**src/pts_pkg.sv**
```systemverilog
// Shared constants and types for the periodic task tick scheduler.
package pts_pkg;

  // Table size and countdown width
  localparam int NUM_SLOTS   = 8;
  localparam int COUNT_BITS  = 32;
  localparam int MAX_RESULTS = 8;

  // Fixed field widths of the request and result items
  localparam int KIND_W = 3;
  localparam int SLOT_W = 3;
  localparam int VAL_W  = 32;

  // Derived widths
  localparam int IDX_BITS = (NUM_SLOTS > 1) ? $clog2(NUM_SLOTS) : 1;
  localparam int RES_BITS = $clog2(MAX_RESULTS + 1);

  // Largest countdown value, expressed at request-field width
  localparam logic [VAL_W-1:0] COUNT_MAX = VAL_W'((64'd1 << COUNT_BITS) - 64'd1);

  typedef logic [KIND_W-1:0]     kind_t;
  typedef logic [SLOT_W-1:0]     slot_t;
  typedef logic [COUNT_BITS-1:0] count_t;

  // Operation codes
  localparam kind_t OP_TICK    = 3'd0;
  localparam kind_t OP_CREATE  = 3'd1;
  localparam kind_t OP_SUSPEND = 3'd2;
  localparam kind_t OP_RESUME  = 3'd3;
  localparam kind_t OP_DELETE  = 3'd4;

endpackage

```
**src/pts_if.sv**
```systemverilog
// Request and result channel interfaces of the task tick scheduler.
interface pts_req_if;
  logic                                   valid;
  logic                                   ready;
  logic [pts_pkg::KIND_W-1:0]             kind;
  logic [pts_pkg::SLOT_W-1:0]             slot;
  logic [pts_pkg::VAL_W-1:0]              period;
  logic [pts_pkg::VAL_W-1:0]              first_delay;

  modport source (output valid, kind, slot, period, first_delay, input ready);
  modport sink   (input valid, kind, slot, period, first_delay, output ready);
endinterface

interface pts_res_if;
  logic                       valid;
  logic                       ready;
  logic [pts_pkg::SLOT_W-1:0] fired_slot;
  logic                       last;

  modport source (output valid, fired_slot, last, input ready);
  modport sink   (input valid, fired_slot, last, output ready);
endinterface

```
**src/periodic_task_tick_scheduler_unit.sv**
```systemverilog
// Top level of the periodic task tick scheduler: slot table, tick walker, result register.
//
//   Channel   Dir   Handshake      Payload
//   req_i     in    valid/ready    kind, slot, period, first_delay
//   res_o     out   valid/ready    fired_slot, last
//
// Create, suspend, resume, delete and unknown kinds are applied at acceptance and leave the unit idle.
// A tick is accepted in the idle state, then one shared decrement unit visits one slot per cycle
// unless the walk stalls on res_o, then the flush state releases any held result with its last marker,
// also waiting on res_o.
// A slot that fires while a result is still held and res_o is full stalls the walk.
// Reset clears the valid and running marks and the control state at once.
module periodic_task_tick_scheduler_unit (
  input  logic            clk_i,
  input  logic            rst_ni,
  pts_req_if.sink         req_i,
  pts_res_if.source       res_o
);

  localparam logic [1:0] ST_IDLE  = 2'd0;
  localparam logic [1:0] ST_WALK  = 2'd1;
  localparam logic [1:0] ST_FLUSH = 2'd2;

  // Slot table
  logic [pts_pkg::NUM_SLOTS-1:0] slot_valid_q, slot_valid_d;
  logic [pts_pkg::NUM_SLOTS-1:0] slot_running_q, slot_running_d;
  pts_pkg::count_t               period_q [pts_pkg::NUM_SLOTS];
  pts_pkg::count_t               cnt_q    [pts_pkg::NUM_SLOTS];

  // Sequencer
  logic [1:0]                   state_q, state_d;
  logic [pts_pkg::IDX_BITS-1:0] idx_q, idx_d;
  logic [pts_pkg::RES_BITS-1:0] nres_q, nres_d;
  logic                         pend_vld_q, pend_vld_d;
  pts_pkg::slot_t               pend_slot_q, pend_slot_d;

  // Result register
  logic                         out_vld_q, out_vld_d;
  pts_pkg::slot_t               out_slot_q, out_slot_d;
  logic                         out_last_q, out_last_d;

  logic                         req_acc;
  logic                         slot_ok;
  logic [pts_pkg::IDX_BITS-1:0] req_idx;
  logic                         cre_we;
  logic [pts_pkg::VAL_W-1:0]    per_clamp, dly_clamp;
  pts_pkg::count_t              per_val, dly_val;

  logic                         active, at_zero, fire, emit_new, out_free;
  logic                         walk_go, walk_we, walk_end;
  pts_pkg::count_t              dec_opnd, dec_res;

  assign req_i.ready = (state_q == ST_IDLE);
  assign req_acc     = req_i.valid && req_i.ready;

  // Decode request slot and create operands
  assign slot_ok   = (int'(req_i.slot) < pts_pkg::NUM_SLOTS);
  assign req_idx   = pts_pkg::IDX_BITS'(req_i.slot);
  assign cre_we    = req_acc && slot_ok && (req_i.kind == pts_pkg::OP_CREATE) &&
                     !slot_valid_q[req_idx];
  assign per_clamp = (req_i.period > pts_pkg::COUNT_MAX) ? pts_pkg::COUNT_MAX : req_i.period;
  assign dly_clamp = (req_i.first_delay > pts_pkg::COUNT_MAX) ? pts_pkg::COUNT_MAX :
                     req_i.first_delay;
  assign per_val   = (per_clamp == '0) ? pts_pkg::count_t'(1) :
                     pts_pkg::count_t'(per_clamp);
  assign dly_val   = pts_pkg::count_t'(dly_clamp);

  // Shared decrement unit: reload on zero, else count down
  assign active   = slot_valid_q[idx_q] && slot_running_q[idx_q];
  assign at_zero  = (cnt_q[idx_q] == '0);
  assign fire     = active && at_zero;
  assign dec_opnd = at_zero ? period_q[idx_q] : cnt_q[idx_q];
  assign dec_res  = dec_opnd - pts_pkg::count_t'(1);

  assign emit_new = fire && (nres_q < pts_pkg::RES_BITS'(pts_pkg::MAX_RESULTS));
  assign out_free = !out_vld_q || res_o.ready;
  assign walk_go  = (state_q == ST_WALK) && !(emit_new && pend_vld_q && !out_free);
  assign walk_we  = walk_go && active;
  assign walk_end = (idx_q == pts_pkg::IDX_BITS'(pts_pkg::NUM_SLOTS - 1));

  // Next-state logic
  always_comb begin
    state_d        = state_q;
    idx_d          = idx_q;
    nres_d         = nres_q;
    pend_vld_d     = pend_vld_q;
    pend_slot_d    = pend_slot_q;
    slot_valid_d   = slot_valid_q;
    slot_running_d = slot_running_q;
    out_vld_d      = out_vld_q && !res_o.ready;
    out_slot_d     = out_slot_q;
    out_last_d     = out_last_q;

    case (state_q)
      ST_IDLE: begin
        if (req_acc) begin
          if (req_i.kind == pts_pkg::OP_TICK) begin
            state_d    = ST_WALK;
            idx_d      = '0;
            nres_d     = '0;
            pend_vld_d = 1'b0;
          end else if (slot_ok) begin
            case (req_i.kind)
              pts_pkg::OP_CREATE: begin
                if (!slot_valid_q[req_idx]) begin
                  slot_valid_d[req_idx]   = 1'b1;
                  slot_running_d[req_idx] = 1'b1;
                end
              end
              pts_pkg::OP_SUSPEND: slot_running_d[req_idx] = 1'b0;
              pts_pkg::OP_RESUME:  slot_running_d[req_idx] = 1'b1;
              pts_pkg::OP_DELETE:  slot_valid_d[req_idx]   = 1'b0;
              default: ;
            endcase
          end
        end
      end
      ST_WALK: begin
        if (walk_go) begin
          // Push the held result out, hold the new one
          if (emit_new) begin
            if (pend_vld_q) begin
              out_vld_d  = 1'b1;
              out_slot_d = pend_slot_q;
              out_last_d = 1'b0;
            end
            pend_vld_d  = 1'b1;
            pend_slot_d = pts_pkg::SLOT_W'(idx_q);
            nres_d      = nres_q + pts_pkg::RES_BITS'(1);
          end
          if (walk_end) begin
            state_d = ST_FLUSH;
          end else begin
            idx_d = idx_q + pts_pkg::IDX_BITS'(1);
          end
        end
      end
      ST_FLUSH: begin
        // Release the final result of the tick with its last marker
        if (!pend_vld_q) begin
          state_d = ST_IDLE;
        end else if (out_free) begin
          out_vld_d  = 1'b1;
          out_slot_d = pend_slot_q;
          out_last_d = 1'b1;
          pend_vld_d = 1'b0;
          state_d    = ST_IDLE;
        end
      end
      default: state_d = ST_IDLE;
    endcase
  end

  // Control registers
  always_ff @(posedge clk_i or negedge rst_ni) begin
    if (!rst_ni) begin
      state_q        <= ST_IDLE;
      idx_q          <= '0;
      nres_q         <= '0;
      pend_vld_q     <= 1'b0;
      out_vld_q      <= 1'b0;
      slot_valid_q   <= '0;
      slot_running_q <= '0;
    end else begin
      state_q        <= state_d;
      idx_q          <= idx_d;
      nres_q         <= nres_d;
      pend_vld_q     <= pend_vld_d;
      out_vld_q      <= out_vld_d;
      slot_valid_q   <= slot_valid_d;
      slot_running_q <= slot_running_d;
    end
  end

  // Payload registers
  always_ff @(posedge clk_i) begin
    pend_slot_q <= pend_slot_d;
    out_slot_q  <= out_slot_d;
    out_last_q  <= out_last_d;
  end

  // Period and countdown table: load on create, update on walk
  always_ff @(posedge clk_i) begin
    if (cre_we) begin
      period_q[req_idx] <= per_val;
      cnt_q[req_idx]    <= dly_val;
    end else if (walk_we) begin
      cnt_q[idx_q] <= dec_res;
    end
  end

  assign res_o.valid      = out_vld_q;
  assign res_o.fired_slot = out_slot_q;
  assign res_o.last       = out_last_q;

endmodule

```
**src/flat_wrapper.sv**
```systemverilog
// flat-port wrapper written by rule: the top's interface ports become plain ports
module periodic_task_tick_scheduler_unit_flat 
  (clk_i, rst_ni, req_i_valid, req_i_kind, req_i_slot, req_i_period, req_i_first_delay, req_i_ready, res_o_valid, res_o_fired_slot, res_o_last, res_o_ready);
  pts_req_if req_i_i ();
  pts_res_if res_o_i ();
  input  logic clk_i;
  input  logic rst_ni;
  input wire logic [$bits(req_i_i.valid)-1:0] req_i_valid;
  input wire logic [$bits(req_i_i.kind)-1:0] req_i_kind;
  input wire logic [$bits(req_i_i.slot)-1:0] req_i_slot;
  input wire logic [$bits(req_i_i.period)-1:0] req_i_period;
  input wire logic [$bits(req_i_i.first_delay)-1:0] req_i_first_delay;
  output wire logic [$bits(req_i_i.ready)-1:0] req_i_ready;
  output wire logic [$bits(res_o_i.valid)-1:0] res_o_valid;
  output wire logic [$bits(res_o_i.fired_slot)-1:0] res_o_fired_slot;
  output wire logic [$bits(res_o_i.last)-1:0] res_o_last;
  input wire logic [$bits(res_o_i.ready)-1:0] res_o_ready;
  assign req_i_i.valid = req_i_valid;
  assign req_i_i.kind = req_i_kind;
  assign req_i_i.slot = req_i_slot;
  assign req_i_i.period = req_i_period;
  assign req_i_i.first_delay = req_i_first_delay;
  assign req_i_ready = req_i_i.ready;
  assign res_o_valid = res_o_i.valid;
  assign res_o_fired_slot = res_o_i.fired_slot;
  assign res_o_last = res_o_i.last;
  assign res_o_i.ready = res_o_ready;
  periodic_task_tick_scheduler_unit u_core (.clk_i(clk_i), .rst_ni(rst_ni), .req_i(req_i_i), .res_o(res_o_i));
endmodule
```
**config.mk**
```make
export PLATFORM = sky130hd
export DESIGN_NAME = periodic_task_tick_scheduler_unit_flat
export DESIGN_NICKNAME = d
export VERILOG_FILES = /design/src/pts_pkg.sv /design/src/pts_if.sv /design/src/periodic_task_tick_scheduler_unit.sv /design/src/flat_wrapper.sv
export SDC_FILE = /design/constraint.sdc
export NUM_CORES = 1
export LEC_CHECK = 0
export BUFFER_PORTS_ARGS = -buffer_cell sky130_fd_sc_hd__buf_2
export CORE_MARGIN = 5
export CORE_UTILIZATION = 62
export CTS_CLUSTER_DIAMETER = 30
export CTS_CLUSTER_SIZE = 10
export DETAILED_ROUTE_END_ITERATION = 6
export PLACE_DENSITY = 0.8
export REMOVE_ABC_BUFFERS = 1
export SYNTH_ARGS = -nofsm -noshare
export SYNTH_HDL_FRONTEND = slang
export SYNTH_SLANG_ARGS = --single-unit
```
**constraint.sdc**
```tcl
create_clock -name clk_i -period 7.1 [get_ports clk_i]
set_input_delay 0.71 -clock clk_i [delete_from_list [all_inputs] [get_ports clk_i]]
set_output_delay 0.71 -clock clk_i [all_outputs]
set_load 0.02 [all_outputs]
```
==> results.cfg, run 1 <==
[outcome]
status = finished clean

[setup_path]
cp-start-kind = flip-flop
critPathKind = flip-flop to flip-flop
rrSetupSlack_ps = 820
r2r_end = u_core.cnt_q[0][24]$_DFFE_PP_
critical_path.max_fanout = 63
crit_arrival_ps = 6600
r2r_start = u_core.idx_q[1]$_DFFE_PN0P_
r2r_cells = 20
critPathRequiredTime_ps = 7420
cp-end-kind = flip-flop

[yosys]
synth_flop_cell = edfxtp_1
synth_edf_count = 519
synthMuxAreaShare_pct = 15.66
synth_top_area_share_pct = 66.74
netlist_area_um2 = 23350
synth_xor_area_share_pct = 1.013
synth_warnings = 0
yosysMostFrequentCell = edfxtp_1
yosysSeqAreaShare_pct = 69.64
yosysTopAreaCell = edfxtp_1
synth_common_cells = edfxtp_1, mux4_2, nor2_1
syn_inst = 1389
synth_fa_ha_area_share_pct = 0.4287
synth_top_family_by_area = multiplexers
synth_compound_area_share_pct = 4.903
avgSynthCellArea_um2 = 16.81
synthTopCellsByArea = edfxtp_1, mux4_2, dfrtp_1
synthSimpleGateAreaFrac_pct = 6.296
synth.distinct_cells = 73
ys_seq_elements = 546
ys_async_sr_fraction_pct = 4.945

[layout]
fin_nets = 1585
drive_gt1_share_pct = 29.11
stdcell_count = 2088
diodes = 0
area.growth.synth_to_final_pct = 18.35

[sta]
setup_viol = 0
relSlewSlack_pct = 30.19
skew_ps = 51.39
period_minus_slack_ps = 6281
slew_viol_final = 0
fin_hold_ws_ps = 116.9
fmax_mhz = 159.2
timing.final.crit_share_pct = 88.47
worst_pin_slew_ps = 1038
hold_violations = 0
grt_setup_unrepaired = no

[die]
ioPinCount = 80
row_count = 71
initial_core_util_pct = 62.44
die_h_um = 204.1
core_um2 = 37400
fp.dieW_um = 204.1
die_area_um2 = 41640

[clock_network]
cts_setup_buffers = 0
clock-root-buffer = clkbuf_16
cts_num_sinks = 546
clkTransAtPathRegs_ps = 50
tritoncts = built
cts_buffers = 96
clkLatencyLatePin_ps = 650
hold_buffers = 0
ctsResizeCount = 0
cts_buffer_depth = 3
htreeDepth = 3

[routing]
via_count = 13570
drt_iter0_markers = 1561
wl_per_cell_um = 26.76
finalWirelength_um = 55870
routed_via_density = 6.497
drc = 0
drt_pass1_iterations = 5
ant_nets = 0

[worst_hold_path]
hold_path_class = primary input to async pin

[grt]
grt_overflow = 0
grtUsageMet2_pct = 45.16
grt_pass1_vias = 14060
grt_antenna_before_repair = 1
grt_use_met3_pct = 4.665
grt_pass1_wl_um = 85000
track_usage_pct = 27.38
grt_start_max_net_pins = 64
use_met1_pct = 37.81
busiest_layer = met2

[power_and_ir_drop]
p_per_area_nw_per_um2 = 368.0
p_leak_nw = 9.203
power_mw = 10.17
peakVddDrop_v = 0.0003183

[placed_design]
place_congestion = 0.9337
portBuffers = 79
place_hpwl_um = 31350
dp_cells = 1916

[run]
maxCapViolations = 0
==> worst max-delay path, stage by stage (launching register included) <==
cell	delay [ps]
dfrtp_4	1000
buf_4	600
or3_1	220
o311a_1	150
nor2_1	50
o311ai_0	100
buf_4	210
nor4_4	70
nand3_2	150
nor2_1	70
a211oi_1	260
ha_1	280
o21ai_0	130
nor4b_1	260
buf_4	200
nand4_1	100
mux2i_1	390
nor2b_1	640
nand3_1	210
xnor2_1	200
o21ai_0	630
==> metrics by stage <==
step | util (%) | setup TNS [ps] | cell area (µm²) | worst slack [ps]
floorplan | - | -1350990 | 22940 | -3256
global placement | 65.27 | 0 | 24410 | 1160
detailed placement | 65.27 | 0 | 24410 | 977.8
CTS | 73.89 | 0 | 27640 | 876.8
global route | 73.89 | 0 | 27640 | 463.3
finish | 73.89 | 0 | 27640 | 818.8
==> final cells by class <==
cell class                 count  area [µm²]
fill                        2072        9764
timing repair buffer         112       693.2
clock inverter                59       748.2
inverter                      20       75.07
clock buffer                 113        2476
tap                          511       639.4
sequential                   546       16270
multi-input combinational    727        6734
==> report_power, final <==
group          internal (mW)  switching [mW]  leakage (nW)
Combinational          0.804            1.08          2.67
Sequential              3.66           0.127          5.01
Clock                   2.88            1.61          1.52
Total                   7.35            2.82          9.20
==> cells in the final DEF (no fill, tap or decap), types with 6 or more instances in the layout <==
cell type,instances
nor4_1,9
nor2_4,15
clkinv_2,8
nand3_1,18
a31oi_1,13
nor2b_1,10
nand4_1,6
clkbuf_16,96
edfxtp_1,519
clkinvlp_4,11
dfrtp_1,24
buf_2,79
a211oi_1,17
xor2_1,10
inv_1,17
or3_1,10
ha_1,8
buf_4,29
o21ai_0,55
o31ai_1,6
mux2_2,44
clkbuf_1,16
nand2_1,88
clkinv_1,12
bufinv_16,10
a21oi_1,29
nor3_1,32
o22ai_1,7
nand2b_1,7
mux2i_1,42
inv_6,6
clkinv_4,7
mux4_2,121
xnor2_1,17
nor2_1,84
==> cells by family (layout without fill, tap and decap cells) <==
kind of cell,after synthesis,count (layout)
XOR/XNOR,27,27
multiplexers,208,208
buffers and inverters,116,304
flip-flops,546,546
AO/OA/AOI/OAI,176,176
adder cells (fa/ha/maj),8,8
AND/OR/NAND/NOR,308,308
==> per-layer routing <==
| metal | up-vias | routed length, µm | part of all wire, % |
|---|---|---|---|
| met5 | - | 13 | 0.023 |
| met4 | 2 | 1697 | 3.0 |
| met3 | 134 | 4670 | 8.4 |
| met2 | 804 | 28100 | 50 |
| met1 | 6840 | 21390 | 38 |
| li1 | 5785 | - | - |
==> worst max-delay path by stage <==
stage	from	to	slack (ps)	depth (start not counted)
6_report	u_core.idx_q[1]$_DFFE_PN0P_	u_core.cnt_q[0][24]$_DFFE_PP_	820	20
5_1_grt	u_core.idx_q[1]$_DFFE_PN0P_	u_core.cnt_q[0][24]$_DFFE_PP_	460	19
4_1_cts	u_core.idx_q[1]$_DFFE_PN0P_	u_core.cnt_q[0][24]$_DFFE_PP_	880	19
3_5_place_dp	u_core.idx_q[1]$_DFFE_PN0P_	u_core.cnt_q[6][30]$_DFFE_PP_	980	20
3_3_place_gp	u_core.idx_q[1]$_DFFE_PN0P_	u_core.cnt_q[6][30]$_DFFE_PP_	1160	18
2_1_floorplan	u_core.idx_q[1]$_DFFE_PN0P_	u_core.cnt_q[6][0]$_DFFE_PP_	-3260	10
==> state kept, by name (all words and copies together) (netlist names), named ones only <==
register / flops
u_core.pend_slot_q: 3
u_core.period_q: 256
u_core.idx_q: 3
u_core.nres_q: 4
u_core.state_q: 2
u_core.res_o.valid: 1
u_core.pend_vld_q: 1
u_core.cnt_q: 256
u_core.res_o.fired_slot: 3
u_core.res_o.last: 1
Power figures use the tool's default switching activity.
==> run 2: changes to the inputs <==
- PLACE_DENSITY: 0.8 -> 0.77
==> run 2 against run 1 <==
Compared with the run above:
- maximum frequency grew 0.37%
- final cell count grew 0.24%
- routed wire length is 0.98% lower
- global-route usage fell by 0.10 points
- flip-flop and latch count unchanged
- largest power group unchanged
==> results.cfg, run 2 (same netlist as run 1, synthesis figures left out) <==
[outcome]
status = finished clean

[die]
die_h_um = 204.1
die_area_um2 = 41640
ioPinCount = 80
core_um2 = 37400
row_count = 71
initial_core_util_pct = 62.44
fp.dieW_um = 204.1

[layout]
fin_nets = 1586
area.growth.synth_to_final_pct = 18.01
diodes = 0
stdcell_count = 2093
utilization_pct = 73.68
final_cell_mix = edfxtp_1, mux4_2, clkbuf_16
top_regs = u_core.cnt_q: 256 flops, u_core.period_q: 256 flops, u_core.nres_q: 4 flops
drive_gt1_share_pct = 29.46
final_common_cell = edfxtp_1

[clock_network]
hold_buffers = 0
clkTransAtPathRegs_ps = 60
cts_buffers = 95
cts_num_sinks = 546
clock-root-buffer = clkbuf_16
htreeDepth = 3
clkLatencyLatePin_ps = 620
cts_buffer_depth = 3
cts_setup_buffers = 0
tritoncts = built
ctsResizeCount = 0

[setup_path]
critPathKind = flip-flop to flip-flop
crit_arrival_ps = 6530
r2r_cells = 11
critical_path.top_delay_family = simple AND/OR/NAND/NOR gates
critical_path.max_fanout = 50
path_cells = mux4_2, mux2_2, or2_4, or4_4, nor4_4, and3_1, a32oi_2, nor4b_4, nand4b_1, xnor2_1, o21ai_0
cp-end-kind = flip-flop
critPathCapture = u_core.cnt_q[5][29]$_DFFE_PP_
startpoint = u_core.idx_q[0]$_DFFE_PN0P_
r2r_end = u_core.cnt_q[5][29]$_DFFE_PP_
cp-start-kind = flip-flop
critical_path_cell_count = 11
cp_num_buf_inv = 0
slowest_stage = dfrtp_4
slowest_delay_ps = 980
critPathRequiredTime_ps = 7380
rrSetupSlack_ps = 840
r2r_start = u_core.idx_q[0]$_DFFE_PN0P_

[grt]
grt_antenna_before_repair = 1
grt_start_max_net_pins = 61
grt_pass1_vias = 13850
grt_pass1_wl_um = 85260
track_usage_pct = 27.28
grt_overflow = 0

[placed_design]
place_ws_ps = 938.2
portBuffers = 79
place_congestion = 0.9021
place_hpwl_um = 30910
dp_cells = 1918

[sta]
slew_viol_final = 0
timing.final.crit_share_pct = 88.14
relSlewSlack_pct = 25.29
hold_violations = 0
grt_setup_unrepaired = no
fmax_mhz = 159.8
worst_pin_slew_ps = 1107
period_minus_slack_ps = 6258
setup_viol = 0
setup_ws_ps = 842.0
skew_ps = 29.85

[routing]
drt_iter0_markers = 1232
drc = 0
wl_per_cell_um = 26.43
routed_via_density = 6.383
via_count = 13360
finalWirelength_um = 55320
drt_pass1_iterations = 5
ant_nets = 0

[run]
maxCapViolations = 0

[power_and_ir_drop]
peakVddDrop_v = 0.0002463
p_leak_nw = 9.211
p_per_area_nw_per_um2 = 367.9

[worst_hold_path]
hold_path_class = primary input to async pin
==> run 2: cell types whose count changed in the layout (fill, tap and decap cells not counted), sizes merged <==
| cell | delta |
|---|---|
| clkinv | +10 |
| clkbuf | -8 |
| buf | +2 |
| bufinv | +2 |
| clkinvlp | -1 |
==> run 2: worst min path at each step <==
stage                                                from                              endpoint  slack, ps  depth (start not counted)
after detailed placement  u_core.pend_slot_q[2]$_DFFE_PP_  u_core.res_o.fired_slot[2]$_DFFE_PP_        420                          0
after CTS                                          rst_ni           u_core.idx_q[1]$_DFFE_PN0P_        140                          1
after floorplan           u_core.pend_slot_q[0]$_DFFE_PP_  u_core.res_o.fired_slot[0]$_DFFE_PP_        400                          0
after global placement    u_core.pend_slot_q[2]$_DFFE_PP_  u_core.res_o.fired_slot[2]$_DFFE_PP_        420                          0
final                                              rst_ni           u_core.idx_q[1]$_DFFE_PN0P_        130                          1
after global routing                               rst_ni                             async pin        180                          1
==> run 2: per-layer routing <==
| layer | part of all wire (%) | wire, µm | vias to the layer above | track usage (%) |
|---|---|---|---|---|
| met2 | 49 | 27160 | 670 | 43.85 |
| met3 | 8.8 | 4879 | 101 | 5.570 |
| met4 | 2.2 | 1214 | 2 | 8.208 |
| met1 | 40 | 22050 | 6807 | 38.82 |
| li1 | - | - | 5780 | - |
| met5 | 0.036 | 20 | - | 0 |
==> run 2: report_power, final <==
part           internal (mW)  total, mW  switching (mW)
combinational          0.807       1.87            1.07
clock                   2.91       4.47            1.55
sequential              3.66       3.80           0.135
==> run 2: stage by stage <==
stage	hold WS [ps]	total power, mW	instance area (µm²)	setup TNS, ps
3_3_place_gp	419.4	5.644	24380	0
2_1_floorplan	400.3	5.254	22940	-1350990
6_report	129.6	10.14	27560	0
4_1_cts	135.4	10.18	27560	0
5_1_grt	180.7	10.52	27560	0
3_5_place_dp	415.6	5.678	24380	0
==> run 2: layout make-up <==
cell class	instances	area, µm²
multi-input combinational	727	6734
inverter	20	75.07
timing repair buffer	114	658.1
fill	2176	9842
clock inverter	70	745.7
clock buffer	105	2436
tap	511	639.4
sequential	546	16270
==> run 2: worst reg2reg max path: stages (launching register included) <==
cell	delay, ps
dfrtp_4	980
mux4_2	630
mux2_2	300
or2_4	280
or4_4	590
nor4_4	560
and3_1	690
a32oi_2	270
nor4b_4	540
nand4b_1	190
xnor2_1	170
o21ai_0	730
